===== src/rtl/core/pcxrle_pkg.sv =====
// Shared constants and types for the PCX run-length decoder with clipped blit.
package pcxrle_pkg;

   localparam int MAX_DIM = 4096;
   localparam int COL_W   = $clog2(MAX_DIM);
   localparam int DIM_W   = COL_W + 1;
   localparam int ROW_W   = DIM_W;
   localparam int BROW_W  = ROW_W + 1;
   localparam int ADDR_W  = 24;
   localparam int PIX_W   = 8;
   localparam int RUN_W   = 6;
   localparam int CSR_W   = DIM_W;
   localparam int CSR_IDX_W = 3;

   localparam logic [PIX_W-1:0] COUNT_MARK = 8'hBF;
   localparam logic [PIX_W-1:0] COUNT_MASK = 8'h3F;
   localparam logic [DIM_W-1:0] MAX_DIM_V  = DIM_W'(MAX_DIM);

   typedef enum logic [CSR_IDX_W-1:0] {
      CSR_IMAGE_WIDTH   = 3'd0,
      CSR_IMAGE_HEIGHT  = 3'd1,
      CSR_BUFFER_WIDTH  = 3'd2,
      CSR_BUFFER_HEIGHT = 3'd3,
      CSR_ORIGIN_X      = 3'd4,
      CSR_ORIGIN_Y      = 3'd5,
      CSR_TRANSPARENT   = 3'd6
   } csr_index_type;

   typedef struct packed {
      logic [DIM_W-1:0] image_width;
      logic [DIM_W-1:0] image_height;
      logic [DIM_W-1:0] buffer_width;
      logic [DIM_W-1:0] buffer_height;
      logic [COL_W-1:0] origin_x;
      logic [COL_W-1:0] origin_y;
      logic             transparent_enable;
   } blit_cfg_type;

   typedef struct packed {
      logic              wrote;
      logic [ADDR_W-1:0] address;
      logic [COL_W-1:0]  next_column;
      logic [ROW_W-1:0]  next_row;
   } pixel_result_type;

   typedef struct packed {
      logic              valid;
      logic [ADDR_W-1:0] address;
      logic [PIX_W-1:0]  pixel;
      logic              last;
   } write_beat_type;

endpackage


===== src/rtl/core/pcxrle_pixel_unit.sv =====
// Shared pixel unit: clip test, linear address and raster position advance.
module pcxrle_pixel_unit
   import pcxrle_pkg::*;
(
   input  blit_cfg_type     cfg,
   input  logic [COL_W-1:0] column,
   input  logic [ROW_W-1:0] row,
   input  logic [PIX_W-1:0] pixel,
   output pixel_result_type result
);

   logic [DIM_W-1:0]  eff_width;
   logic [DIM_W-1:0]  buf_col;
   logic [BROW_W-1:0] buf_row;
   logic [DIM_W-1:0]  col_inc;
   logic [BROW_W+DIM_W-1:0] product;
   logic [BROW_W+DIM_W-1:0] sum;
   logic in_image;
   logic skip;

   always_comb begin
      if (cfg.image_width == '0) begin
         eff_width = DIM_W'(1);
      end else if (cfg.image_width > MAX_DIM_V) begin
         eff_width = MAX_DIM_V;
      end else begin
         eff_width = cfg.image_width;
      end

      in_image = row < cfg.image_height;
      buf_col  = {1'b0, cfg.origin_x} + {1'b0, column};
      buf_row  = {2'b00, cfg.origin_y} + {1'b0, row};
      skip     = cfg.transparent_enable && (pixel == '0);
      product  = buf_row * cfg.buffer_width;
      sum      = product + (BROW_W+DIM_W)'(buf_col);

      result.wrote   = in_image && (buf_col < cfg.buffer_width)
                       && (buf_row < {1'b0, cfg.buffer_height}) && !skip;
      result.address = sum[ADDR_W-1:0];

      col_inc = {1'b0, column} + DIM_W'(1);
      if (!in_image) begin
         result.next_column = column;
         result.next_row    = row;
      end else if (col_inc >= eff_width) begin
         result.next_column = '0;
         result.next_row    = row + ROW_W'(1);
      end else begin
         result.next_column = col_inc[COL_W-1:0];
         result.next_row    = row;
      end
   end

endmodule


===== src/rtl/core/pcxrle_out_reg.sv =====
// Output register that holds one write beat toward the result channel.
module pcxrle_out_reg
   import pcxrle_pkg::*;
(
   input  logic              clock,
   input  logic              reset,
   input  write_beat_type    push,
   output logic              free,
   output logic              rsp_valid,
   input  logic              rsp_stall,
   output logic [ADDR_W-1:0] rsp_write_address,
   output logic [PIX_W-1:0]  rsp_pixel_value,
   output logic              rsp_last_of_run
);

   logic              valid_ff;
   logic [ADDR_W-1:0] address_ff;
   logic [PIX_W-1:0]  pixel_ff;
   logic              last_ff;

   assign free = !valid_ff || !rsp_stall;

   always_ff @(posedge clock) begin
      if (reset) begin
         valid_ff <= 1'b0;
      end else if (free) begin
         valid_ff <= push.valid;
      end
      if (free && push.valid) begin
         address_ff <= push.address;
         pixel_ff   <= push.pixel;
         last_ff    <= push.last;
      end
   end

   assign rsp_valid         = valid_ff;
   assign rsp_write_address = address_ff;
   assign rsp_pixel_value   = pixel_ff;
   assign rsp_last_of_run   = last_ff;

endmodule


===== src/rtl/core/pcx_rle_decode_blit_core.sv =====
// Top level of the PCX run-length decoder with clipped blit into a buffer.
//
//   channel  direction  handshake            payload
//   req      in         req_valid/req_stall  stream_byte, image_start
//   rsp      out        rsp_valid/rsp_stall  write_address, pixel_value, last_of_run
//   csr      in         csr_wr_en            csr_index, csr_wdata
//
// A count byte is only accepted. A literal byte is accepted, then takes one pixel step
// and a closing step. A value byte after a count of n is accepted, then takes a pixel
// step for each of the n pixels and a closing step; with n zero it is only accepted.
// The shared pixel unit places one pixel per cycle while no pixel step waits. Reset is
// synchronous; it restores the register defaults and clears the decoder. A pixel step
// or the closing step waits while a pending write meets a full, stalled output register.
module pcx_rle_decode_blit_core
   import pcxrle_pkg::*;
(
   input  logic                 clock,
   input  logic                 reset,
   input  logic                 req_valid,
   output logic                 req_stall,
   input  logic [PIX_W-1:0]     req_stream_byte,
   input  logic                 req_image_start,
   output logic                 rsp_valid,
   input  logic                 rsp_stall,
   output logic [ADDR_W-1:0]    rsp_write_address,
   output logic [PIX_W-1:0]     rsp_pixel_value,
   output logic                 rsp_last_of_run,
   input  logic                 csr_wr_en,
   input  logic [CSR_IDX_W-1:0] csr_index,
   input  logic [CSR_W-1:0]     csr_wdata
);

   typedef enum logic [1:0] {
      ST_IDLE,
      ST_RUN,
      ST_FLUSH
   } state_type;

   blit_cfg_type     cfg_ff;
   state_type        state_ff, state_in;
   logic             awaiting_ff, awaiting_in;
   logic [RUN_W-1:0] run_length_ff, run_length_in;
   logic [RUN_W-1:0] remain_ff, remain_in;
   logic [PIX_W-1:0] value_ff, value_in;
   logic [COL_W-1:0] column_ff, column_in;
   logic [ROW_W-1:0] row_ff, row_in;
   logic              pend_v_ff, pend_v_in;
   logic [ADDR_W-1:0] pend_addr_ff, pend_addr_in;
   logic [PIX_W-1:0]  pend_pix_ff, pend_pix_in;

   pixel_result_type pix;
   write_beat_type   push;
   logic             out_free;
   logic             accept;
   logic             step;
   logic             aw0;
   logic [RUN_W-1:0] rl0;

   always_ff @(posedge clock) begin
      if (reset) begin
         cfg_ff.image_width        <= DIM_W'(1);
         cfg_ff.image_height       <= DIM_W'(1);
         cfg_ff.buffer_width       <= DIM_W'(1);
         cfg_ff.buffer_height      <= DIM_W'(1);
         cfg_ff.origin_x           <= '0;
         cfg_ff.origin_y           <= '0;
         cfg_ff.transparent_enable <= 1'b0;
      end else if (csr_wr_en) begin
         unique case (csr_index)
            CSR_IMAGE_WIDTH:   cfg_ff.image_width        <= csr_wdata;
            CSR_IMAGE_HEIGHT:  cfg_ff.image_height       <= csr_wdata;
            CSR_BUFFER_WIDTH:  cfg_ff.buffer_width       <= csr_wdata;
            CSR_BUFFER_HEIGHT: cfg_ff.buffer_height      <= csr_wdata;
            CSR_ORIGIN_X:      cfg_ff.origin_x           <= csr_wdata[COL_W-1:0];
            CSR_ORIGIN_Y:      cfg_ff.origin_y           <= csr_wdata[COL_W-1:0];
            CSR_TRANSPARENT:   cfg_ff.transparent_enable <= csr_wdata[0];
            default: ;
         endcase
      end
   end

   pcxrle_pixel_unit u_pixel (
      .cfg    (cfg_ff),
      .column (column_ff),
      .row    (row_ff),
      .pixel  (value_ff),
      .result (pix)
   );

   assign req_stall = (state_ff != ST_IDLE);
   assign accept    = req_valid && (state_ff == ST_IDLE);
   assign step      = !(pix.wrote && pend_v_ff) || out_free;

   always_comb begin
      state_in      = state_ff;
      awaiting_in   = awaiting_ff;
      run_length_in = run_length_ff;
      remain_in     = remain_ff;
      value_in      = value_ff;
      column_in     = column_ff;
      row_in        = row_ff;
      pend_v_in     = pend_v_ff;
      pend_addr_in  = pend_addr_ff;
      pend_pix_in   = pend_pix_ff;
      push.valid    = 1'b0;
      push.address  = pend_addr_ff;
      push.pixel    = pend_pix_ff;
      push.last     = (state_ff == ST_FLUSH);
      aw0           = req_image_start ? 1'b0 : awaiting_ff;
      rl0           = req_image_start ? '0 : run_length_ff;

      unique case (state_ff)
         ST_IDLE: begin
            if (accept) begin
               if (req_image_start) begin
                  column_in = '0;
                  row_in    = '0;
               end
               if (aw0) begin
                  awaiting_in   = 1'b0;
                  run_length_in = '0;
                  value_in      = req_stream_byte;
                  remain_in     = rl0;
                  state_in      = (rl0 != '0) ? ST_RUN : ST_IDLE;
               end else if (req_stream_byte > COUNT_MARK) begin
                  awaiting_in   = 1'b1;
                  run_length_in = RUN_W'(req_stream_byte & COUNT_MASK);
               end else begin
                  awaiting_in   = 1'b0;
                  run_length_in = '0;
                  value_in      = req_stream_byte;
                  remain_in     = RUN_W'(1);
                  state_in      = ST_RUN;
               end
            end
         end
         ST_RUN: begin
            if (step) begin
               column_in = pix.next_column;
               row_in    = pix.next_row;
               remain_in = remain_ff - RUN_W'(1);
               if (pix.wrote) begin
                  push.valid   = pend_v_ff;
                  pend_v_in    = 1'b1;
                  pend_addr_in = pix.address;
                  pend_pix_in  = value_ff;
               end
               if (remain_ff == RUN_W'(1)) begin
                  state_in = ST_FLUSH;
               end
            end
         end
         ST_FLUSH: begin
            if (!pend_v_ff || out_free) begin
               push.valid = pend_v_ff;
               pend_v_in  = 1'b0;
               state_in   = ST_IDLE;
            end
         end
         default: state_in = ST_IDLE;
      endcase
   end

   always_ff @(posedge clock) begin
      if (reset) begin
         state_ff      <= ST_IDLE;
         awaiting_ff   <= 1'b0;
         run_length_ff <= '0;
         remain_ff     <= '0;
         column_ff     <= '0;
         row_ff        <= '0;
         pend_v_ff     <= 1'b0;
      end else begin
         state_ff      <= state_in;
         awaiting_ff   <= awaiting_in;
         run_length_ff <= run_length_in;
         remain_ff     <= remain_in;
         column_ff     <= column_in;
         row_ff        <= row_in;
         pend_v_ff     <= pend_v_in;
      end
      value_ff     <= value_in;
      pend_addr_ff <= pend_addr_in;
      pend_pix_ff  <= pend_pix_in;
   end

   pcxrle_out_reg u_out (
      .clock             (clock),
      .reset             (reset),
      .push              (push),
      .free              (out_free),
      .rsp_valid         (rsp_valid),
      .rsp_stall         (rsp_stall),
      .rsp_write_address (rsp_write_address),
      .rsp_pixel_value   (rsp_pixel_value),
      .rsp_last_of_run   (rsp_last_of_run)
   );

   // A beat is handed to the output register only when it can take it.
   a_push_free: assert property (@(posedge clock) disable iff (reset)
      push.valid |-> out_free)
      else $error("write beat pushed into a full output register");

   // No write may be left waiting when a new byte is taken.
   a_idle_no_pending: assert property (@(posedge clock) disable iff (reset)
      (state_ff == ST_IDLE) |-> !pend_v_ff)
      else $error("pending write left behind in idle");

   // A run in progress always has pixels left to place.
   a_run_nonzero: assert property (@(posedge clock) disable iff (reset)
      (state_ff == ST_RUN) |-> (remain_ff != '0))
      else $error("pixel run entered with no pixels left");

   // The stored count is meaningful only while its value byte is awaited.
   a_count_cleared: assert property (@(posedge clock) disable iff (reset)
      !awaiting_ff |-> (run_length_ff == '0))
      else $error("run length kept without an awaited value byte");

endmodule


===== config.mk =====
export PLATFORM = sky130hd
export DESIGN_NAME = pcx_rle_decode_blit_core
export DESIGN_NICKNAME = d
export VERILOG_FILES = /design/src/rtl/core/pcxrle_pkg.sv /design/src/rtl/core/pcxrle_pixel_unit.sv /design/src/rtl/core/pcxrle_out_reg.sv /design/src/rtl/core/pcx_rle_decode_blit_core.sv
export SDC_FILE = /design/constraint.sdc
export NUM_CORES = 1
export LEC_CHECK = 0
export BUFFER_PORTS_ARGS = -buffer_cell sky130_fd_sc_hd__buf_4
export CORE_UTILIZATION = 58
export DETAILED_ROUTE_END_ITERATION = 10
export GPL_TIMING_DRIVEN = 0
export PLACE_DENSITY = 0.79
export SYNTH_ARGS = -nofsm -noshare
export SYNTH_HDL_FRONTEND = slang
export SYNTH_SLANG_ARGS = --single-unit

===== constraint.sdc =====
create_clock -name clock -period 7.6 [get_ports clock]
set_input_delay 0.38 -clock clock [delete_from_list [all_inputs] [get_ports clock]]
set_output_delay 0.38 -clock clock [all_outputs]
set_load 0.1 [all_outputs]

# After elaboration in Yosys (flattened, before gate mapping)
# Cells that the tools add are included.
classes:
  n_reduce_logical: 38
  eq_ne: 19
  n_addsub: 6
  n_lt_le_gt_ge: 6
  multipliers: 1
  muxes: 41
ops:
  columns: ["cell", "count"]
  rows:
  - ["2-to-1 mux 13 bit", 5]
  - ["2-to-1 mux 25 bit", 2]
  - ["2-to-1 mux 6 bit", 7]
  - ["2-to-1 mux 12 bit", 3]
  - ["< comparator 13 bit", 2]
  - ["case mux 13 bit (2 select lines)", 1]
  - ["adder 24 x 13 -> 24 bit", 1]
  - ["multiplier 14 x 13 -> 24 bit", 1]
  - ["case mux 12 bit (2 select lines)", 1]
  - ["2-to-1 mux 8 bit", 2]
  - ["AND reduction 2 bit", 8]
  - ["adder 12 x 13 -> 14 bit", 1]
  - ["< comparator 14 x 13 -> 1 bit", 1]
  - ["inequality test 2 bit (second input constant)", 7]
  - ["adder 12 x 1 -> 13 bit (second input constant)", 1]
  - ["adder 12 x 12 -> 13 bit", 1]
  - ["adder 13 x 1 -> 13 bit (second input constant)", 1]
  - [">= comparator 13 bit", 1]
  - ["greater-than comparator 13 bit (second input constant)", 1]
  - ["zero test 13 bit", 1]
  - ["2-to-1 mux 2 bit", 6]
  - ["case mux 6 bit (2 select lines)", 1]
  - ["2-to-1 mux 1 bit", 10]
  - ["AND reduction 5 bit", 2]
  - ["other kinds (23)", 44]
totals:
  reg_bits: 192
  word_cells: 132
  output_inout_bits: 35
  input_bits: 30

# Logic depth before layout (Yosys ltp)
# Gate-level depths: netlist of the first run.
depth:
  depth_word: 11
  depth_mapped: 32
  mapped_depth_nobuf: 31

# By module
# A second synthesis of the first run with hierarchy kept.
unflattened:
  cells_unflattened: 1719
  hier_area_um2: 15552.4
modules_own_cells:
  columns: ["module", "instances", "seq_area_each_um2", "cells_each", "area_each_um2"]
  rows:
  - ["pcxrle_pixel_unit", 1, 0.0, 1065, 8798.4]
  - ["pcx_rle_decode_blit_core", 1, 3563.4, 616, 5724.2]
  - ["pcxrle_out_reg", 1, 1011.0, 38, 1029.7]

# Worst setup path after synthesis of the first run
# OpenSTA, ideal clock, no wires.
synth_path:
  path_kind: "register to register"
  from: "reg row_ff[0]"
  to: "reg pend_addr_ff[23], data pin"
  n_path_buf: 1
  required_ns: 7.342
  period_less_slack_ns: 7.264
  path_stages_with_launch: 29
  setup_slack_ns: 0.336
  arrival_ns: 7.006
  setup_time_ns: 0.258
  cell_sequence: "dfxtp_1 ha_1 inv_1 fa_1 nor2b_1 o31a_1 o41ai_1 o2111a_1 xnor2_1 clkbuf_1 and2_1 fa_1 inv_1 fa_1 inv_1 fa_1 fa_1 fa_1 fa_1 ha_1 a21o_1 a21o_1 a21oi_1 o21ai_0 a211o_1 o211ai_1 a21oi_1 xnor2_1 xnor2_1"
synth_rtl:
  columns: ["item", "line", "text"]
  rows:
  - ["start: declaration", "pcx_rle_decode_blit_core.sv:46", "logic [ROW_W-1:0] row_ff, row_in;"]
  - ["start signal: assignment", "pcx_rle_decode_blit_core.sv:179", "row_ff <= row_in;"]
  - ["end signal: assignment", "pcx_rle_decode_blit_core.sv:183", "pend_addr_ff <= pend_addr_in;"]
  - ["end: declaration", "pcx_rle_decode_blit_core.sv:48", "logic [ADDR_W-1:0] pend_addr_ff, pend_addr_in;"]

==> impl_metrics.toml, run 1 <==
[run_status]
outcome = "finished, violations left"
violations = "DRC"

[layout]
utilization = 0.678
ff_latch_area_um2 = 4580
area_growth_pct = 14.1
multiInputGateArea_um2 = 10200
fin_nets = 2156
n_fill_cell = 1975
diodes = 0
drive_gt1_frac = 0.117

[timing]
setup_tns_ps = 0
tightest_slew_ps = 1030
period_share = 0.982
slew_headroom = 0.308
grt_setup_unrepaired = "true"
fin_skew_ps = 16.8
hold_violations = 0
final.min_clock_period_ps = 7460
max_freq_mhz = 134
final-max-slew-violation-count = 0
setup_viol = 0
whs_ps = 112

[run]
drv_cap = 0

[logic_synthesis]
syn_area_um2 = 15600
ys_async_sr_fraction = 0
yosysWarningCount = 0
synth_nets = 2042
ys_ff_latch = 192
synth_area_per_cell_um2 = 9.08
yosys.cell_types.count = 69
synth_cells = 1716
synth-edff-count = 73
synth_seq_area_share = 0.294
synth-main-ff-cell = "dfxtp_1"

[die]
io_pins = 65
rows = 59
dieArea_um2 = 27500
design.core.area_um2 = 26200
start_util = 0.594
die_w_um = 166
die-height_um = 166

[min_path]
min_path_type = "input port to flip-flop"

[power_and_ir_drop]
internal_power_mw = 1.84
p_clk_frac = 0.339
pwr-share-comb = 0.207
p_seq_frac = 0.454
swShare = 0.317
switching_power_mw = 0.852
total_leakage_power_nw = 8.04
power_density_nw_per_um2 = 151
vdd_drop_max_mv = 0.109

[placed_design]
place_congestion = 0.925
io_buffer_count = 63
dp_hpwl_um = 28800

[grt]
grt_antenna_before_repair = 0
grt_pass1_vias = 12300
grt.total_usage = 0.286
grt_pass1_wl_um = 62100
overflow = 0
grt_start_max_net_pins = 33

[worst_setup_path]
required_ps = 7820
slowest_stage = "fa_1"
worstSetupPathType = "flip-flop to flip-flop"
cp_common_cell = "fa_1"
worstPathArrival_ps = 7680
max_stage_delay_ps = 550
startpoint_type = "flip-flop"
worstPathMaxFanout = 4
end_kind = "flip-flop"

[clock_network]
cts-root-buf = "clkbuf_16"
h-tree-depth = 4
tritoncts = "done"
ctsHoldBuffers = 0
cts.clk_slew.worst_paths_ps = 80
clkSinkCount = 192
clock_latency_ps = 460
clk_path_buf_depth = 2
cts_made_buffers = 17

[routing]
dr_wl_met3_um = 2900
routed.top_layer = "met4"
wl_met2_um = 19100
drt-pass1-iter-count = 8
drt_iter0_drc = 1067
totalWireLength_um = 39000
viasPerCell = 5.78
wl_met1_um = 15700
postRouteAntennaNets = 0
wl_per_cell_um = 17.9
vias = 12600
drc = 13
-- layer usage --
metal / up-vias / global-route usage
met2: 525 / 0.496
met3: 118 / 0.0441
li1: 5856 / -
met5: - / 0
met1: 6088 / 0.359
met4: 0 / 0.111
-- path summary, 6_finish.rpt --
kind	start	endpoint	slack, ps	cells past startpoint
min	req_stream_byte[0]	value_ff[0]$_DFFE_PP_	110	1
max	row_ff[0]$_SDFFE_PP0P_	pend_addr_ff[23]$_DFFE_PP_	140	29
min reg2reg	pend_pix_ff[2]$_DFFE_PP_	u_out.rsp_pixel_value[2]$_DFFE_PP_	420	0
max reg2reg	row_ff[0]$_SDFFE_PP0P_	pend_addr_ff[23]$_DFFE_PP_	140	29
-- per-stage QoR --
step / instances / instance area, µm² / worst slack, ps / power [mW]
5_1_grt: 2178 / 17800 / -131 / 2.79
4_1_cts: 2162 / 17400 / 1.44 / 2.68
2_1_floorplan: 1716 / 15600 / 336 / 1.61
3_5_place_dp: 2116 / 16500 / -729 / 1.77
6_report: 2178 / 17800 / 137 / 2.69
3_3_place_gp: 2114 / 16500 / -612 / 1.75
-- cells in the mapped netlist (12+ instances only) --
cell      number  share of area
and3_1        23         0.0092
dfxtp_1      119           0.15
edfxtp_1      73           0.14
nor2_1        67          0.016
xor2_1        19          0.011
o21ai_0       30         0.0096
xnor2_1       47          0.026
nor3_1        28         0.0090
ha_1         155           0.12
a21o_1        24          0.012
inv_1        248          0.060
fa_1         141           0.18
nand3_1       29         0.0093
clkbuf_1      50          0.012
nand2_1      298          0.072
and2_1        75          0.030
a21oi_1      126          0.040
nor3b_1       12         0.0058
-- critical path: cells and delay by family (launching register included) --
| kind | cells | cell delay, ps |
|---|---|---|
| xor+xnor | 3 | 480 |
| fa+ha+maj | 9 | 3640 |
| buf+inv | 6 | 430 |
| simple gates | 4 | 590 |
| compound gates | 7 | 1710 |
| flops | 1 | 370 |
-- placed cells by master (no fill, tap or decap), types with 44 or more instances in the layout --
cell type | Yosys | layout
clkbuf_1 | 50 | 44
and2_1 | 75 | 70
edfxtp_1 | 73 | 73
ha_1 | 155 | 142
inv_1 | 248 | 240
buf_4 | 1 | 94
a21oi_1 | 126 | 118
fa_1 | 141 | 139
nand2_1 | 298 | 298
nor2_1 | 67 | 64
dfxtp_1 | 119 | 113
-- registers in the layout, indices dropped and copies added (netlist names) --
| register | flops |
|---|---|
| u_out.rsp_last_of_run | 1 |
| u_out.rsp_valid | 1 |
| pend_v_ff | 1 |
| awaiting_ff | 1 |
| remain_ff | 6 |
| cfg_ff | 77 |
| value_ff | 8 |
| pend_pix_ff | 8 |
| run_length_ff | 6 |
| state_ff | 2 |
| column_ff | 12 |
| row_ff | 13 |
| u_out.rsp_write_address | 24 |
| pend_addr_ff | 24 |
| u_out.rsp_pixel_value | 8 |
-- cells by family (layout without fill, tap and decap cells) --
group	count (synthesis)	in the layout	synth area share
AO/OA/AOI/OAI	277	277	0.114
XOR/XNOR	66	66	0.0371
adder cells (fa/ha/maj)	296	296	0.306
buffers and inverters	306	433	0.0745
flip-flops	192	192	0.294
multiplexers	4	4	0.00265
AND/OR/NAND/NOR	575	575	0.172
-- area by class of cell --
type / count / share of cell area
clock inverters: 11 / 0.00669
flip-flops and latches: 192 / 0.258
multi-input cells: 1218 / 0.575
repair buffers: 98 / 0.0441
clock buffers: 21 / 0.0253
inverters: 248 / 0.0524
well taps: 335 / 0.0236
plain buffers: 55 / 0.0146
-- power by group through the flow --
| stage | Combinational (mW) | Clock [mW] | Sequential [mW] |
|---|---|---|---|
| 2_1_floorplan | 0.358 | 0 | 1.25 |
| 3_3_place_gp | 0.504 | 0 | 1.24 |
| 3_5_place_dp | 0.532 | 0 | 1.24 |
| 4_1_cts | 0.545 | 0.914 | 1.22 |
| 5_1_grt | 0.606 | 0.956 | 1.23 |
| 6_report | 0.557 | 0.912 | 1.22 |
-- repair_timing --
item                       CTS  global route
gates resized for setup     41            61
setup endpoints to repair   12             9
setup buffers               14            20
gates cloned                 0             0
hold endpoints to repair     0             0
pin swaps                   20            57
Power figures use the tool's default switching activity.
==> run 2: changes to the inputs <==
--- a/config.mk
+++ b/config.mk
@@ -9,7 +9,7 @@
 export CORE_UTILIZATION = 58
 export DETAILED_ROUTE_END_ITERATION = 10
 export GPL_TIMING_DRIVEN = 0
-export PLACE_DENSITY = 0.79
+export PLACE_DENSITY_LB_ADDON = 0.15
 export SYNTH_ARGS = -nofsm -noshare
 export SYNTH_HDL_FRONTEND = slang
 export SYNTH_SLANG_ARGS = --single-unit
==> impl_metrics.toml, run 2 (synthesis gave the netlist of run 1 again) <==
[run_status]
outcome = "finished, violations left"
violations = "DRC"

[worst_setup_path]
max_stage_delay_ps = 570
cp_common_cell = "fa_1"
end_kind = "flip-flop"
r2r-start = "row_ff[0]$_SDFFE_PP0P_"
required_ps = 7790
worstSetupPathType = "flip-flop to flip-flop"
regToRegSetupSlack_ps = 140
rr_endpoint = "pend_addr_ff[23]$_DFFE_PP_"
startpoint_type = "flip-flop"
worstPathMaxFanout = 7
worstRegToRegCells = 28
slowest_stage = "fa_1"
worstPathArrival_ps = 7650

[layout]
instances_no_fill = 2175
largest_register_ffs = 77
fin_nets = 2155
largest_register = "cfg_ff"
final_cell_mix = "297 x nand2_1, 236 x inv_1, 142 x ha_1"
final_common_cell = "nand2_1"
utilization = 0.677
diodes = 0
drive_gt1_frac = 0.119
area_growth_pct = 13.9

[grt]
grt_start_max_net_pins = 32
grt_pass1_vias = 11800
grt.total_usage = 0.280
grt_pass1_wl_um = 60700
overflow = 0
grt_antenna_before_repair = 0

[clock_network]
cts.clk_slew.worst_paths_ps = 80
tritoncts = "done"
clock_latency_ps = 450
cts-root-buf = "clkbuf_16"
clk_path_buf_depth = 2
clkSinkCount = 192
cts_made_buffers = 17
h-tree-depth = 4
ctsHoldBuffers = 0

[power_and_ir_drop]
pwr-share-comb = 0.210
power_density_nw_per_um2 = 150
p_clk_frac = 0.331
p_seq_frac = 0.459
total_leakage_power_nw = 8.03
swShare = 0.319
internal_power_mw = 1.81
switching_power_mw = 0.850
vdd_drop_max_mv = 0.132

[die]
start_util = 0.594
dieArea_um2 = 27500
design.core.area_um2 = 26200
die-height_um = 166
rows = 59
die_w_um = 166
io_pins = 65

[timing]
final-max-slew-violation-count = 0
fin_skew_ps = 16.0
worst_slack_ps = 139
setup_viol = 0
max_freq_mhz = 134
grt_setup_unrepaired = "true"
slew_headroom = 0.342
period_share = 0.982
tightest_slew_ps = 982
whs_ps = 121
final.min_clock_period_ps = 7460
hold_violations = 0
setup_tns_ps = 0

[routing]
totalWireLength_um = 38200
drc = 7
viasPerCell = 5.63
drt-pass1-iter-count = 8
drt_iter0_drc = 960
postRouteAntennaNets = 0
vias = 12200
wl_per_cell_um = 17.5

[min_path]
min_path_type = "input port to flip-flop"
min_to = "value_ff[4]$_DFFE_PP_"
holdPathStages = 1
min_from = "req_stream_byte[4]"

[placed_design]
post-place-ws_ps = -757
dp_cells = 2116
place_congestion = 0.907
io_buffer_count = 63
dp_hpwl_um = 28800

[run]
drv_cap = 0
==> run 2: per-layer routing <==
layer	vias up	routed length, µm	global-route usage
li1	5873	-	-
met2	375	18300	0.475
met4	0	1100	0.0922
met1	5905	16700	0.369
met5	-	0	0
met3	84	2060	0.0417
==> run 2: cell type report <==
type | instances | area (µm²)
sequential | 192 | 4590
tap | 335 | 419
clock buffer | 18 | 450
clock inverter | 12 | 103
multi-input combinational | 1218 | 10200
timing repair buffer | 94 | 742
fill | 2084 | 8460
inverter | 248 | 931
buffer | 58 | 282
==> run 2: power groups by stage <==
| stage | registers [mW] | clock network [mW] | logic (mW) |
|---|---|---|---|
| 2_1_floorplan | 1.25 | 0 | 0.358 |
| 5_1_grt | 1.23 | 0.923 | 0.606 |
| 3_5_place_dp | 1.24 | 0 | 0.535 |
| 6_report | 1.22 | 0.880 | 0.558 |
| 4_1_cts | 1.22 | 0.888 | 0.544 |
| 3_3_place_gp | 1.24 | 0 | 0.510 |
==> run 2: worst max path at each step <==
stage                           start                         end  slack (ps)  cells after the start
3_5_place_dp   row_ff[0]$_SDFFE_PP0P_  pend_addr_ff[23]$_DFFE_PP_        -760                     27
3_3_place_gp   row_ff[0]$_SDFFE_PP0P_  pend_addr_ff[23]$_DFFE_PP_        -650                     27
5_1_grt        row_ff[0]$_SDFFE_PP0P_  pend_addr_ff[23]$_DFFE_PP_         -90                     28
2_1_floorplan  row_ff[0]$_SDFFE_PP0P_  pend_addr_ff[23]$_DFFE_PP_         340                     28
6_report       row_ff[0]$_SDFFE_PP0P_  pend_addr_ff[23]$_DFFE_PP_         140                     28
4_1_cts        row_ff[0]$_SDFFE_PP0P_  pend_addr_ff[23]$_DFFE_PP_         -30                     32
==> run 2: repair_timing <==
| action | CTS | global route |
|---|---|---|
| setup buffers | 7 | 22 |
| setup endpoints to repair | 11 | 10 |
| resized for setup | 35 | 71 |
| pin swaps | 7 | 65 |
==> run 2: through the flow <==
step | area (µm²) | total power, mW
after detailed placement | 16500 | 1.78
final | 17700 | 2.66
after CTS | 17300 | 2.65
after global routing | 17700 | 2.76
after floorplan | 15600 | 1.61
after global placement | 16500 | 1.75
==> run 2: worst max-delay path, delay by kind of cell (launching register included) <==
kind / cells / cell delay [ps]
adder cells (fa/ha/maj): 9 / 3620
AO/OA/AOI/OAI: 10 / 2280
XOR/XNOR: 3 / 410
flip-flops: 1 / 370
buffers and inverters: 4 / 300
AND/OR/NAND/NOR: 2 / 200
==> run 3: changes to the inputs <==
--- a/config.mk
+++ b/config.mk
@@ -6,7 +6,7 @@
 export NUM_CORES = 1
 export LEC_CHECK = 0
 export BUFFER_PORTS_ARGS = -buffer_cell sky130_fd_sc_hd__buf_4
-export CORE_UTILIZATION = 58
+export CORE_UTILIZATION = 37
 export DETAILED_ROUTE_END_ITERATION = 10
 export GPL_TIMING_DRIVEN = 0
 export PLACE_DENSITY_LB_ADDON = 0.15
==> impl_metrics.toml, run 3 (synthesis gave the netlist of run 1 again) <==
[run_status]
outcome = "finished, final reports clean"

[power_and_ir_drop]
power_density_nw_per_um2 = 151
pwr-share-comb = 0.204
vdd_drop_max_mv = 0.146
total_power_mw = 2.74
internal_power_mw = 1.85
p_seq_frac = 0.445
switching_power_mw = 0.886
swShare = 0.323
total_leakage_power_nw = 8.05
p_clk_frac = 0.351

[layout]
area_growth_pct = 16.4
utilization = 0.440
final_common_cell = "nand2_1"
largest_register = "cfg_ff"
final_cell_mix = "297 x nand2_1, 241 x inv_1, 139 x fa_1"
drive_gt1_frac = 0.121
diodes = 0
largest_register_ffs = 77
n_fill_cell = 4035
fin_nets = 2155

[clock_network]
clkSinkCount = 192
ctsHoldBuffers = 0
cts_made_buffers = 17
clock_latency_ps = 470
h-tree-depth = 4
cts.clk_slew.worst_paths_ps = 90
tritoncts = "done"
cts-root-buf = "clkbuf_16"
clk_path_buf_depth = 2

[die]
io_pins = 65
die_w_um = 207
rows = 74
design.core.area_um2 = 41200
start_util = 0.378
dieArea_um2 = 42900
die-height_um = 207

[grt]
grt_start_max_net_pins = 29
grt.total_usage = 0.195
overflow = 0
grt_pass1_wl_um = 64300
grt_pass1_vias = 11800
grt_antenna_before_repair = 0

[routing]
postRouteAntennaNets = 0
wl_per_cell_um = 17.3
drt_iter0_drc = 673
drc = 0
vias = 11900
totalWireLength_um = 41200
viasPerCell = 5.03
drt-pass1-iter-count = 5

[worst_setup_path]
cp-startpoint = "row_ff[0]$_SDFFE_PP0P_"
rr_endpoint = "pend_addr_ff[23]$_DFFE_PP_"
cp_common_cell = "fa_1"
worstSetupPathType = "flip-flop to flip-flop"
required_ps = 7830
r2r-start = "row_ff[0]$_SDFFE_PP0P_"
startpoint_type = "flip-flop"
worstPathMaxFanout = 5
worstPathArrival_ps = 7630
crit_end = "pend_addr_ff[23]$_DFFE_PP_"
worstRegToRegCells = 28
regToRegSetupSlack_ps = 200
slowest_stage = "fa_1"
end_kind = "flip-flop"
max_stage_delay_ps = 520

[timing]
max_freq_mhz = 135
slew_headroom = 0.301
fin_skew_ps = 20.8
setup_viol = 0
tightest_slew_ps = 1040
hold_violations = 0
period_share = 0.973
setup_tns_ps = 0
final.min_clock_period_ps = 7400
whs_ps = 105
final-max-slew-violation-count = 0

[placed_design]
place_congestion = 0.880
dp_hpwl_um = 31800
io_buffer_count = 63

[run]
drv_cap = 0

[min_path]
min_path_type = "input port to flip-flop"
-- run 3: through the flow --
| stage | area, µm² | cells | setup WS, ps |
|---|---|---|---|
| 5_1_grt | 18100 | 2374 | -28.6 |
| 3_3_place_gp | 16700 | 2311 | -841 |
| 2_1_floorplan | 15600 | 1716 | 336 |
| 3_5_place_dp | 16800 | 2313 | -888 |
| 4_1_cts | 17700 | 2354 | -27.2 |
| 6_report | 18100 | 2374 | 202 |
-- run 3: what timing repair did --
item                                    4_1_cts  5_1_grt
pin swaps                                    16       53
buffers inserted                              9       21
gates resized for setup                      48       64
endpoints found under the setup margin       12       10
gates cloned                                  0        1
-- run 3: routing by layer --
layer | vias to the layer above | part of all wire | GRT usage
met4 | 0 | 0.024 | 0.0625
met5 | - | 0 | 0
met2 | 226 | 0.47 | 0.320
li1 | 5865 | - | -
met1 | 5805 | 0.47 | 0.261
met3 | 52 | 0.038 | 0.0311
-- run 3: critical path: cells and delay by family, from the launching register on --
family | cells | cell delay, ps
AO/OA/AOI/OAI | 10 | 1890
buffers and inverters | 4 | 300
AND/OR/NAND/NOR | 2 | 290
adder cells (fa/ha/maj) | 9 | 3800
XOR/XNOR | 3 | 470
flip-flops | 1 | 380
-- run 3: power groups by stage --
stage                     Clock (mW)  Combinational (mW)  Sequential (mW)
after global routing            1.03               0.620             1.23
after detailed placement           0               0.545             1.24
after global placement             0               0.527             1.25
after CTS                      0.994               0.555             1.22
after floorplan                    0               0.358             1.25
final                          0.963               0.560             1.22
-- run 3: worst min-delay path by stage --
stage / endpoint / cells after the start / slack, ps / from
global route: value_ff[0]$_DFFE_PP_ / 1 / 80 / req_stream_byte[0]
global placement: u_out.rsp_write_address[19]$_DFFE_PP_ / 0 / 400 / pend_addr_ff[19]$_DFFE_PP_
CTS: value_ff[0]$_DFFE_PP_ / 1 / 80 / req_stream_byte[0]
finish: value_ff[0]$_DFFE_PP_ / 1 / 110 / req_stream_byte[0]
detailed placement: u_out.rsp_pixel_value[0]$_DFFE_PP_ / 0 / 400 / pend_pix_ff[0]$_DFFE_PP_
floorplan: u_out.rsp_pixel_value[0]$_DFFE_PP_ / 0 / 400 / pend_pix_ff[0]$_DFFE_PP_
-- run 3: final cells by class --
type	count	area, µm²	share of cell area
multi-input cells	1218	10300	0.567
flip-flops and latches	192	4590	0.254
inverters	248	931	0.0514
repair buffers	96	763	0.0421
well taps	532	666	0.0367
clock buffers	18	450	0.0249
plain buffers	56	282	0.0155
clock inverters	14	166	0.00918
